**config.mk**
```make
export PLATFORM = sky130hd
export DESIGN_NAME = key_exchange_reply_parser_core
export DESIGN_NICKNAME = d
export VERILOG_FILES = /design/src/design/kerp_pkg.sv /design/src/design/kerp_parse.sv /design/src/design/kerp_fifo.sv /design/src/design/key_exchange_reply_parser_core.sv
export SDC_FILE = /design/constraint.sdc
export NUM_CORES = 1
export LEC_CHECK = 0
export BUFFER_PORTS_ARGS = -buffer_cell sky130_fd_sc_hd__clkbuf_2
export CORE_MARGIN = 2
export CORE_UTILIZATION = 50
export CTS_CLUSTER_SIZE = 25
export DETAILED_ROUTE_END_ITERATION = 10
export GPL_TIMING_DRIVEN = 0
export PLACE_DENSITY = 0.67
export SYNTH_ARGS = -nofsm -noshare
export SYNTH_HDL_FRONTEND = slang
export SYNTH_SLANG_ARGS = --single-unit
```
**constraint.sdc**
```tcl
create_clock -name clk -period 8.8 [get_ports clk]
set_clock_uncertainty 0.05 [all_clocks]
set_input_delay 1.32 -clock clk [delete_from_list [all_inputs] [get_ports clk]]
set_output_delay 1.32 -clock clk [all_outputs]
set_load 0.1 [all_outputs]
```
**src/design/kerp_pkg.sv**
```systemverilog
// Shared types and constants for the key-exchange reply parser.
// Used by kerp_parse, kerp_fifo and key_exchange_reply_parser_core; no dependencies.
package kerp_pkg;

  localparam int MAX_STRING_BYTES_DEF = 32;
  localparam int MAX_KEYS_DEF         = 32;

  localparam logic [31:0] CTOR_ID     = 32'h0516_2463;
  localparam logic [31:0] VECTOR_ID   = 32'h1cb5_c415;
  localparam logic [7:0]  SHORT_LEN_MAX = 8'd253;
  localparam logic [7:0]  LONG_LEN_MARK = 8'd254;

  localparam int IDX_W      = 6;
  localparam int FIFO_DEPTH = 4;
  localparam int FIFO_AW    = 2;
  localparam int FIFO_CW    = 3;

  typedef enum logic [3:0] {
    PH_IDLE,
    PH_CTOR,
    PH_NONCE,
    PH_SNONCE,
    PH_LEN0,
    PH_LENX,
    PH_STR,
    PH_PAD,
    PH_VECID,
    PH_COUNT,
    PH_KEYS
  } phase_t;

  typedef enum logic [2:0] {
    KIND_NONCE  = 3'd0,
    KIND_SNONCE = 3'd1,
    KIND_STRB   = 3'd2,
    KIND_KEY    = 3'd3,
    KIND_ACCEPT = 3'd4,
    KIND_ERROR  = 3'd5
  } item_kind_t;

  typedef enum logic [2:0] {
    ERR_NONE  = 3'd0,
    ERR_CTOR  = 3'd1,
    ERR_LEN   = 3'd2,
    ERR_VEC   = 3'd3,
    ERR_KEYS  = 3'd4,
    ERR_TRUNC = 3'd5
  } err_code_t;

  typedef struct packed {
    logic [7:0] msg_byte;
    logic       first_byte;
    logic       final_byte;
  } in_item_t;

  typedef struct packed {
    item_kind_t       item_kind;
    logic [IDX_W-1:0] item_index;
    logic [63:0]      item_value;
    logic             run_last;
  } out_item_t;

  // Up to two result items produced by one byte.
  typedef struct packed {
    logic [1:0] num;
    out_item_t  item0;
    out_item_t  item1;
  } push_t;

endpackage

```
**src/design/kerp_parse.sv**
```systemverilog
// Byte-serial parse state machine: consumes one byte per step, emits up to two items.
// Depends on kerp_pkg.
module kerp_parse #(
  parameter int MAX_STRING_BYTES = kerp_pkg::MAX_STRING_BYTES_DEF,
  parameter int MAX_KEYS         = kerp_pkg::MAX_KEYS_DEF
) (
  input  logic              clk,
  input  logic              rst_n,
  input  logic              step,
  input  kerp_pkg::in_item_t in_item,
  output kerp_pkg::push_t   push
);
  import kerp_pkg::*;

  localparam int SLEN_W = $clog2(MAX_STRING_BYTES + 1);
  localparam int KCNT_W = $clog2(MAX_KEYS + 1);
  localparam int CNT_W  = (SLEN_W > 5) ? SLEN_W : 5;

  phase_t              phase_r, phase_nxt;
  logic [CNT_W-1:0]    cnt_r, cnt_nxt;
  logic [63:0]         word_r, word_nxt;
  logic [SLEN_W-1:0]   slen_r, slen_nxt;
  logic [KCNT_W-1:0]   ktot_r, ktot_nxt;
  logic [KCNT_W-1:0]   knum_r, knum_nxt;
  logic [1:0]          pad_r, pad_nxt;

  // state after a possible restart
  phase_t              ph;
  logic [CNT_W-1:0]    cnt;
  logic [63:0]         word;
  logic [SLEN_W-1:0]   slen;
  logic [KCNT_W-1:0]   ktot;
  logic [KCNT_W-1:0]   knum;
  logic [1:0]          pad;

  logic [63:0]         g_word;
  logic [CNT_W-1:0]    g_cnt;
  logic [KCNT_W-1:0]   knum_inc;
  logic                active;
  logic                accept;
  err_code_t           err;
  logic                dat_v;
  out_item_t           dat;
  out_item_t           fin;
  logic                fin_v;
  logic                do_len;
  logic                long_form;
  logic [23:0]         len_val;

  always_comb begin
    ph   = phase_r;
    cnt  = cnt_r;
    word = word_r;
    slen = slen_r;
    ktot = ktot_r;
    knum = knum_r;
    pad  = pad_r;
    if (in_item.first_byte) begin
      ph   = PH_CTOR;
      cnt  = '0;
      word = '0;
      slen = '0;
      ktot = '0;
      knum = '0;
      pad  = '0;
    end

    g_word   = word | ({56'd0, in_item.msg_byte} << {cnt[2:0], 3'b000});
    g_cnt    = cnt + 1'b1;
    knum_inc = knum + 1'b1;

    phase_nxt = ph;
    cnt_nxt   = cnt;
    word_nxt  = word;
    slen_nxt  = slen;
    ktot_nxt  = ktot;
    knum_nxt  = knum;
    pad_nxt   = pad;

    active    = 1'b1;
    accept    = 1'b0;
    err       = ERR_NONE;
    dat_v     = 1'b0;
    dat       = '0;
    do_len    = 1'b0;
    long_form = 1'b0;
    len_val   = '0;

    unique case (ph)
      PH_IDLE: begin
        active = 1'b0;
      end
      PH_CTOR, PH_VECID: begin
        cnt_nxt  = g_cnt;
        word_nxt = g_word;
        if (g_cnt == CNT_W'(4)) begin
          if (ph == PH_CTOR) begin
            if (g_word[31:0] != CTOR_ID) err = ERR_CTOR;
            else phase_nxt = PH_NONCE;
          end else begin
            if (g_word[31:0] != VECTOR_ID) err = ERR_VEC;
            else phase_nxt = PH_COUNT;
          end
          cnt_nxt  = '0;
          word_nxt = '0;
        end
      end
      PH_NONCE, PH_SNONCE: begin
        cnt_nxt  = g_cnt;
        word_nxt = g_word;
        if (g_cnt[2:0] == 3'd0) begin
          dat_v           = 1'b1;
          dat.item_kind   = (ph == PH_NONCE) ? KIND_NONCE : KIND_SNONCE;
          dat.item_index  = IDX_W'(g_cnt[4:3] - 2'd1);
          dat.item_value  = g_word;
          word_nxt        = '0;
          if (g_cnt == CNT_W'(16)) begin
            phase_nxt = (ph == PH_NONCE) ? PH_SNONCE : PH_LEN0;
            cnt_nxt   = '0;
          end
        end
      end
      PH_LEN0: begin
        if (in_item.msg_byte <= SHORT_LEN_MAX) begin
          do_len  = 1'b1;
          len_val = {16'd0, in_item.msg_byte};
        end else if (in_item.msg_byte == LONG_LEN_MARK) begin
          phase_nxt = PH_LENX;
          cnt_nxt   = '0;
          word_nxt  = '0;
        end else begin
          err = ERR_LEN;
        end
      end
      PH_LENX: begin
        cnt_nxt  = g_cnt;
        word_nxt = g_word;
        if (g_cnt == CNT_W'(3)) begin
          do_len    = 1'b1;
          long_form = 1'b1;
          len_val   = g_word[23:0];
        end
      end
      PH_STR: begin
        dat_v          = 1'b1;
        dat.item_kind  = KIND_STRB;
        dat.item_index = IDX_W'(cnt);
        dat.item_value = {56'd0, in_item.msg_byte};
        cnt_nxt        = g_cnt;
        if (g_cnt >= CNT_W'(slen)) begin
          phase_nxt = (pad != 2'd0) ? PH_PAD : PH_VECID;
          cnt_nxt   = '0;
          word_nxt  = '0;
        end
      end
      PH_PAD: begin
        pad_nxt = pad - 2'd1;
        if (pad_nxt == 2'd0) begin
          phase_nxt = PH_VECID;
          cnt_nxt   = '0;
          word_nxt  = '0;
        end
      end
      PH_COUNT: begin
        cnt_nxt  = g_cnt;
        word_nxt = g_word;
        if (g_cnt == CNT_W'(4)) begin
          if (g_word[31:0] > 32'(MAX_KEYS)) begin
            err = ERR_KEYS;
          end else begin
            ktot_nxt = KCNT_W'(g_word[31:0]);
            knum_nxt = '0;
            if (g_word[31:0] == 32'd0) begin
              accept = 1'b1;
            end else begin
              phase_nxt = PH_KEYS;
              cnt_nxt   = '0;
              word_nxt  = '0;
            end
          end
        end
      end
      PH_KEYS: begin
        cnt_nxt  = g_cnt;
        word_nxt = g_word;
        if (g_cnt == CNT_W'(8)) begin
          dat_v          = 1'b1;
          dat.item_kind  = KIND_KEY;
          dat.item_index = IDX_W'(knum);
          dat.item_value = g_word;
          knum_nxt       = knum_inc;
          cnt_nxt        = '0;
          word_nxt       = '0;
          if (knum_inc >= ktot) accept = 1'b1;
        end
      end
      default: begin
        active    = 1'b0;
        phase_nxt = PH_IDLE;
      end
    endcase

    // string length, short or long form
    if (do_len) begin
      if (len_val > 24'(MAX_STRING_BYTES)) begin
        err = ERR_LEN;
      end else begin
        slen_nxt = SLEN_W'(len_val);
        pad_nxt  = long_form ? (2'd0 - len_val[1:0]) : ~len_val[1:0];
        cnt_nxt  = '0;
        word_nxt = '0;
        if (len_val != 24'd0) phase_nxt = PH_STR;
        else phase_nxt = (pad_nxt != 2'd0) ? PH_PAD : PH_VECID;
      end
    end

    fin_v          = 1'b0;
    fin            = '0;
    fin.item_kind  = KIND_ERROR;
    fin.run_last   = 1'b1;
    if (active) begin
      if (err != ERR_NONE) begin
        fin_v          = 1'b1;
        fin.item_value = 64'(err);
        phase_nxt      = PH_IDLE;
      end else if (accept) begin
        fin_v          = 1'b1;
        fin.item_kind  = KIND_ACCEPT;
        fin.item_index = IDX_W'(ktot_nxt);
        fin.item_value = 64'(slen_nxt);
        phase_nxt      = PH_IDLE;
      end else if (in_item.final_byte) begin
        fin_v          = 1'b1;
        fin.item_value = 64'(ERR_TRUNC);
        phase_nxt      = PH_IDLE;
      end
    end

    push = '0;
    if (step) begin
      if (dat_v) begin
        push.item0 = dat;
        push.item1 = fin;
        push.num   = fin_v ? 2'd2 : 2'd1;
      end else if (fin_v) begin
        push.item0 = fin;
        push.num   = 2'd1;
      end
    end
  end

  always_ff @(posedge clk) begin
    if (!rst_n) begin
      phase_r <= PH_IDLE;
      cnt_r   <= '0;
      slen_r  <= '0;
      ktot_r  <= '0;
      knum_r  <= '0;
      pad_r   <= '0;
    end else if (step) begin
      phase_r <= phase_nxt;
      cnt_r   <= cnt_nxt;
      slen_r  <= slen_nxt;
      ktot_r  <= ktot_nxt;
      knum_r  <= knum_nxt;
      pad_r   <= pad_nxt;
    end
  end

  always_ff @(posedge clk) begin
    if (step) word_r <= word_nxt;
  end

  // an ending item is always the last one pushed for its byte
  a_last_order: assert property (@(posedge clk) disable iff (!rst_n)
    push.num == 2'd2 |-> push.item1.run_last && !push.item0.run_last)
    else $error("ending item not last");

  // after an ending item the parser waits for the next first byte
  a_end_idle: assert property (@(posedge clk) disable iff (!rst_n)
    (push.num != 2'd0) && ((push.num == 2'd2) ? push.item1.run_last : push.item0.run_last)
    |=> phase_r == PH_IDLE)
    else $error("parser not idle after ending item");

  // without a restart, a waiting parser produces nothing
  a_idle_quiet: assert property (@(posedge clk) disable iff (!rst_n)
    (phase_r == PH_IDLE) && !in_item.first_byte |-> push.num == 2'd0)
    else $error("items produced while waiting");

endmodule

```
**src/design/kerp_fifo.sv**
```systemverilog
// Four-entry result queue taking up to two items per cycle, one out per cycle.
// Depends on kerp_pkg.
module kerp_fifo (
  input  logic                clk,
  input  logic                rst_n,
  input  kerp_pkg::push_t     push,
  input  logic                pop,
  output logic                room,
  output logic                out_valid,
  output kerp_pkg::out_item_t out_item
);
  import kerp_pkg::*;

  out_item_t            mem_r [FIFO_DEPTH];
  logic [FIFO_AW-1:0]   wr_r, wr_nxt;
  logic [FIFO_AW-1:0]   rd_r, rd_nxt;
  logic [FIFO_CW-1:0]   count_r, count_nxt;
  logic [FIFO_AW-1:0]   wr_p1;

  assign wr_p1     = wr_r + 1'b1;
  assign out_valid = (count_r != '0);
  assign out_item  = mem_r[rd_r];
  // room for two regardless of this cycle's pop
  assign room      = (count_r <= FIFO_CW'(FIFO_DEPTH - 2));

  always_comb begin
    wr_nxt    = wr_r + FIFO_AW'(push.num);
    rd_nxt    = rd_r + FIFO_AW'(pop);
    count_nxt = count_r + FIFO_CW'(push.num) - FIFO_CW'(pop);
  end

  always_ff @(posedge clk) begin
    if (!rst_n) begin
      wr_r    <= '0;
      rd_r    <= '0;
      count_r <= '0;
    end else begin
      wr_r    <= wr_nxt;
      rd_r    <= rd_nxt;
      count_r <= count_nxt;
    end
  end

  always_ff @(posedge clk) begin
    if (push.num != 2'd0) mem_r[wr_r] <= push.item0;
    if (push.num == 2'd2) mem_r[wr_p1] <= push.item1;
  end

  a_no_overflow: assert property (@(posedge clk) disable iff (!rst_n)
    push.num != 2'd0 |-> (count_r + FIFO_CW'(push.num) - FIFO_CW'(pop))
                         <= FIFO_CW'(FIFO_DEPTH))
    else $error("result queue overflow");

endmodule

```
**src/design/key_exchange_reply_parser_core.sv**
```systemverilog
// Top level of the key-exchange reply parser: input register, parse logic, result queue.
// Depends on kerp_pkg, kerp_parse and kerp_fifo.
//
//  port group | dir | payload              | handshake
//  -----------+-----+----------------------+------------------------------
//  in_*       | in  | in_item_t  (10 bits) | in_valid / in_stall (to us)
//  out_*      | out | out_item_t (74 bits) | out_valid / out_stall (from sink)
//
// One byte per clock sustained while the queue has room. A request is held in the
// input register and parsed there in a single pass; its items are written to the queue.
// A byte may make two items (data item plus end item); the four-entry queue
// absorbs the extra item, and in_stall rises only while fewer than two slots are free.
// Synchronous active-low reset puts the parser in the waiting phase and empties the queue.
// out_stall only holds the queue; bytes keep flowing until fewer than two slots are free.
module key_exchange_reply_parser_core #(
  parameter int MAX_STRING_BYTES = kerp_pkg::MAX_STRING_BYTES_DEF,
  parameter int MAX_KEYS         = kerp_pkg::MAX_KEYS_DEF
) (
  input  logic                clk,
  input  logic                rst_n,
  input  logic                in_valid,
  output logic                in_stall,
  input  kerp_pkg::in_item_t  in_data,
  output logic                out_valid,
  input  logic                out_stall,
  output kerp_pkg::out_item_t out_data
);
  import kerp_pkg::*;

  in_item_t in_r;
  logic     in_vld_r, in_vld_nxt;
  logic     room;
  logic     step;
  logic     load;
  logic     pop;
  push_t    push;

  // parse the held byte when the queue can take its worst case of two items
  assign step     = in_vld_r && room;
  assign in_stall = in_vld_r && !room;
  assign load     = in_valid && !in_stall;
  assign pop      = out_valid && !out_stall;

  always_comb begin
    in_vld_nxt = in_vld_r;
    if (load) in_vld_nxt = 1'b1;
    else if (step) in_vld_nxt = 1'b0;
  end

  always_ff @(posedge clk) begin
    if (!rst_n) begin
      in_vld_r <= 1'b0;
    end else begin
      in_vld_r <= in_vld_nxt;
    end
  end

  always_ff @(posedge clk) begin
    if (load) in_r <= in_data;
  end

  kerp_parse #(
    .MAX_STRING_BYTES (MAX_STRING_BYTES),
    .MAX_KEYS         (MAX_KEYS)
  ) u_parse (
    .clk     (clk),
    .rst_n   (rst_n),
    .step    (step),
    .in_item (in_r),
    .push    (push)
  );

  kerp_fifo u_fifo (
    .clk       (clk),
    .rst_n     (rst_n),
    .push      (push),
    .pop       (pop),
    .room      (room),
    .out_valid (out_valid),
    .out_item  (out_data)
  );

  // a held byte that was not parsed is still held next cycle
  a_hold_byte: assert property (@(posedge clk) disable iff (!rst_n)
    in_vld_r && !step |=> in_vld_r && $stable(in_r))
    else $error("held request lost");

  // the queue only ever receives items from a parsed byte
  a_push_step: assert property (@(posedge clk) disable iff (!rst_n)
    push.num != 2'd0 |-> step)
    else $error("items pushed without a parsed byte");

endmodule
```
Yosys cells after proc, flatten, opt, wreduce, memory -nomap -nowiden --
Memory sizes are Yosys's and may differ from the RTL's. A register that Yosys moved wholly into a read port is not among the register bits. Cells that the tools add are included.
Cells by class: mux-type cells 125, shift-type cells 1, $lt $le $gt $ge 6, reductions and logical operators 22, bitwise gates (word level) 2, add/sub/neg operators 10, equality and inequality tests 18
Operator list (number):
- 2-to-1 mux 64 bit | 15
- one-hot mux 64 bit (8 select lines) | 1
- one-hot mux 73 bit (3 select lines) | 1
- 2-to-1 mux 150 bit | 1
- 2-to-1 mux 6 bit | 25
- 2-to-1 mux 73 bit | 2
- 2-to-1 mux 4 bit | 23
- 2-to-1 mux 76 bit | 1
- 2-to-1 mux 75 bit | 1
- 2-to-1 mux 74 bit | 1
- 2-to-1 mux 72 bit | 1
- bitwise OR 64 bit | 1
- left shift 8 x 6 -> 64 bit | 1
- one-hot mux 24 bit (2 select lines) | 1
- one-hot mux 6 bit (8 select lines) | 1
- > comparator 32 x 6 -> 1 bit, second input constant | 1
- zero test 32 bit | 1
- != test 32 x 27 -> 1 bit, second input constant | 1
- != test 32 x 29 -> 1 bit, second input constant | 1
- one-hot mux 4 bit (7 select lines) | 1
- 2-to-1 mux 3 bit | 9
- > comparator 24 x 6 -> 1 bit, second input constant | 1
- 2-to-1 mux 24 bit | 1
- nonzero test 24 bit | 1
- 41 further kinds | 91
Storage, ports and cells: memories kept 1, flip-flop bits (word level) 112, input bits 14, memory bits (writable) 296
Memory list:
- u_fifo.mem_r | depth 4, bits a word 74, rd ports 1, clocked after memory_dff 1, write ports 2, line kerp_fifo.sv:14 | out_item_t mem_r [FIFO_DEPTH];

Depth between registers and ports, before layout --
depth after elaboration 19, mapped depth 34, gate-level depth less buffers 30

Cells and area by module --
Synthesis repeated with hierarchy kept, for this count alone.
Second synthesis, totals: cells, all modules 1824, area total of the unflattened synthesis 23221.0 µm²
Modules (own cells, without submodules):
- kerp_fifo | times used 1, area each 14644.0 µm², cells an instance 756
- kerp_parse | times used 1, area each 8216.6 µm², cells an instance 1052
- key_exchange_reply_parser_core | times used 1, area each 360.3 µm², cells an instance 16

Worst setup path after synthesis --
OpenSTA, ideal clock, no wires.
path kind register to register, from register in_r[1] in the netlist's numbering, to memory u_fifo.mem_r[2][0] in the netlist's numbering, enable pin, period minus slack after synthesis 6.402 ns, setup slack 2.398 ns, required time 8.438 ns, cell stages (with the launch flop) 30, setup time 0.312 ns, data arrival time 6.040 ns, path through edfxtp_1 -> buf_2 -> inv_1 -> clkbuf_1 -> clkbuf_1 -> nand2_1 -> inv_1 -> ha_1 -> ha_1 -> or2_2 -> or2_2 -> nor4_1 -> nand2_1 -> o21ai_0 -> inv_1 -> ha_1 -> o41ai_1 -> a31oi_1 -> a31oi_2 -> nor4_2 -> nand2_1 -> o21ai_2 -> inv_1 -> ha_1 -> clkbuf_1 -> o21ai_1 -> nor2_1 -> nor2_1 -> clkbuf_1 -> inv_1
RTL lines:
- from (decl) | line key_exchange_reply_parser_core.sv:30 | in_item_t in_r;
- from (signal assigned) | line key_exchange_reply_parser_core.sv:59 | if (load) in_r <= in_data;
- to (decl) | line kerp_fifo.sv:14

==> run summary <==
Fin worst setup slack - 0.343 ns
Critical Setup Path Class - register to register
PD cells - 213 mW/mm^2
Peak VDD IR - 0.129 mV
WL/cell - 25.6 um
Area leader, netlist - dfxtp_1
Clk sinks - 404
Synth Area in XOR/XNOR - 0.579%
Pins Over Slew Limit - 0
Total core area - 0.0387 mm^2
Place WS - -1.02 ns
Area of the die - 0.0409 mm^2
Fmax - 118 MHz
Compound-Gate Fraction of Synth Area - 21.7%
Most common cell after layout, fill and taps aside - dfxtp_1
Most frequent CP cell - ha_1
Simple-Gate Fraction of Synth Area - 15.5%
Area Growth Syn to Fin - 13.1%
Synth Net Count - 2005
Commonest cells after routing, fill and taps aside - dfxtp_1, nand2_1, nor2_1
Horiz. Die Dim - 202 um
Main combinational cell family by area after synthesis - compound AO/OA/AOI/OAI gates
GRT busiest layer - met1
Worst Path Arrival - 8.69 ns
Syn Area/Cell - 10.0 um^2
Synth cell types - 90
Remaining DRCs - 0
Num ports - 90
Worst EP required - 9.04 ns
Register area share after synthesis - 47.8%
Nets@finish - 2143
CTS Buf Count - 43
Slew @ Worst Pin - 1.26 ns
Post-synth ARST share - 0%
Clock Latency Late Sink - 0.59 ns
CP max stage cell - a31oi_2
CTS clk-pin slew, worst paths - 0.06 ns
Worst setup EP type - register
DP HPWL - 49800 um
Routed Wire Length - 67900 um
Root buffer cell - clkbuf_16
CTS Buffer Depth - 3
Synth Instances - 1962
Grt met2 use - 48.4%
Top_reg_cell synth - dfxtp_1
Starting Density - 50.7%
#FFs+latches synth - 404
Startpoint types - register
CP peak stage delay - 0.57 ns
Met3 Use GR - 6.22%
EDFF count, synth - 130
Ant diodes - 0
Initial antenna violation count - 0
RSZ-0062 raised after global routing - false
Status - completed
CP Max Fanout - 16
Final Setup Violations - 0
Filler cells - 3389
Final period utilization - 96.1%
Adder-cell share of the synthesized area - 1.88%
Reg2reg setup slack - 0.34 ns
Crit path time final - 8.46 ns
Multiplexer share of the synthesized area - 8.76%
Via density per instance - 6.50
Pre-Repair DR Iteration Count - 8
Hold path depth - 2
Max-cap check violation count - 0
TritonCTS clock tree - done
Vias in the first global route - 16243
Leak - 0.00792 uW
Path depth of the worst reg2reg path - 28
Share of layout cells above drive strength 1 - 14.9%
Rel. slew slack - 15.8%
Die H - 202 um
Core Rows - 72
First-pass GRT wire length - 102000 um
Mapped Area - 0.0197 mm^2
Final Hold Fails - 0
Gpl congestion - 1.03
Buffers on Ports - 89
H-Tree Depth - 2
Top-area cell type share of the netlist area - 27.9%
Vias - 17229
Synth area leaders - dfxtp_1, edfxtp_1, mux4_2, a22o_1, nand2_1
HP Class - register to register
WHS - 0.398 ns
Synth warn - 0
Met1 Resource Use GR - 48.7%
DRT antenna net count - 0
Grt total ovfl - 0
Tot GR Track Use - 32.7%
Largest net degree at the start of global routing - 64
Initial DRC count - 2304
[sequential cells by signal, summed over array words and instances (netlist names)]
register and cells:
u_parse.pad_r 2, u_fifo.rd_r 2, in_r 10, u_parse.slen_r 6, u_fifo.wr_r 2, u_parse.cnt_r 6, in_vld_r 1, u_parse.word_r 64
u_parse.phase_r 4, u_fifo.count_r 3, u_parse.knum_r 6, u_parse.ktot_r 6, u_fifo.mem_r 292
[Yosys cell counts, types with 3 or more instances]
cell type and count:
a31oi_1 12, xor2_1 3, or3_1 12, o31ai_1 5
nor4_1 10, buf_4 3, xnor2_1 10, o2111ai_1 3
nor3_1 26, o21ai_1 3, a211oi_1 10, a211o_1 4
a32oi_1 10, nor2b_1 58, nor2_1 214, clkbuf_1 124
nand2b_1 11, nand2_1 215, mux2i_1 4, buf_1 13
nor4b_1 4, o21ai_0 131, o211ai_1 6, a21o_1 11
a32o_1 3, o22ai_1 34, inv_1 29, nand3b_1 4
nand3_1 24, nand4b_1 5, and2_1 18, nor4bb_1 11
buf_2 15, or2_2 13, a22o_1 172, a21oi_1 84
ha_1 28, and3_1 3, nand4_1 6, a22oi_1 62
mux4_2 73, o21a_1 7, dfxtp_1 274, edfxtp_1 130
o21bai_1 4
[final timing paths]
| kind | from | to |
|---|---|---|
| max | in_r[1] | u_fifo.mem_r[2][71] |
| min | u_fifo.mem_r[0][18] | u_fifo.mem_r[0][18] |
| max reg2reg | in_r[1] | u_fifo.mem_r[2][71] |
| min reg2reg | u_fifo.mem_r[0][18] | u_fifo.mem_r[0][18] |
[repair_timing]
action                     CTS  global route
setup buffers                1             3
hold endpoints to repair     0             0
hold buffers                 0             0
resized for setup           10            17
setup endpoints to repair  292           294
[logic make-up after synthesis]
group                    count (synthesis)
multiplexers                            80
AND/OR/NAND/NOR                        648
adder cells (fa/ha/maj)                 29
XOR/XNOR                                13
buffers and inverters                  189
AO/OA/AOI/OAI                          599
flip-flops                             404
[where the power goes]
part | internal (uW) | total (uW) | leakage [uW] | switching (uW)
combinational | 248 | 928 | 0.00377 | 680
sequential | 2000 | 2030 | 0.00346 | 33.2
clock | 985 | 1770 | 0.000683 | 789
total | 3230 | 4730 | 0.00792 | 1500
[through the flow]
step | utilization (%) | setup TNS (ns) | power [uW] | std cells | area, um^2
global route | 57.4 | 0 | 4870 | 2651 | 22200
detailed placement | 53.6 | -87.44 | 2990 | 2570 | 20800
CTS | 57.2 | 0 | 4730 | 2648 | 22200
global placement | 53.6 | -76.12 | 2980 | 2569 | 20700
floorplan | - | 0 | 2740 | 1962 | 19700
finish | 57.4 | 0 | 4730 | 2651 | 22200
[per-layer routing]
metal | wire [um] | up-vias
met5 | 0 | -
met4 | 1880 | 0
met3 | 6840 | 126
met2 | 29300 | 1032
met1 | 29900 | 8450
li1 | - | 7621
[area by class of cell]
class | count | area, um^2 | area share [%]
clock inverter | 27 | 193 | 0.867
sequential | 404 | 9390 | 42.2
timing repair buffer | 94 | 503 | 2.26
clock buffer | 51 | 1170 | 5.25
tap | 518 | 648 | 2.92
multi-input combinational | 1369 | 9540 | 42.9
buffer | 157 | 648 | 2.92
inverter | 31 | 135 | 0.608
[worst max-delay path: cells and delay by family (launching register included)]
kind            cells  cell delay, ns
compound gates      7            1.85
fa+ha+maj           4            1.15
buf+inv             9            2.62
flops               1            0.31
simple gates        8            2.15
No activity file was read; power rests on OpenSTA's default activity.
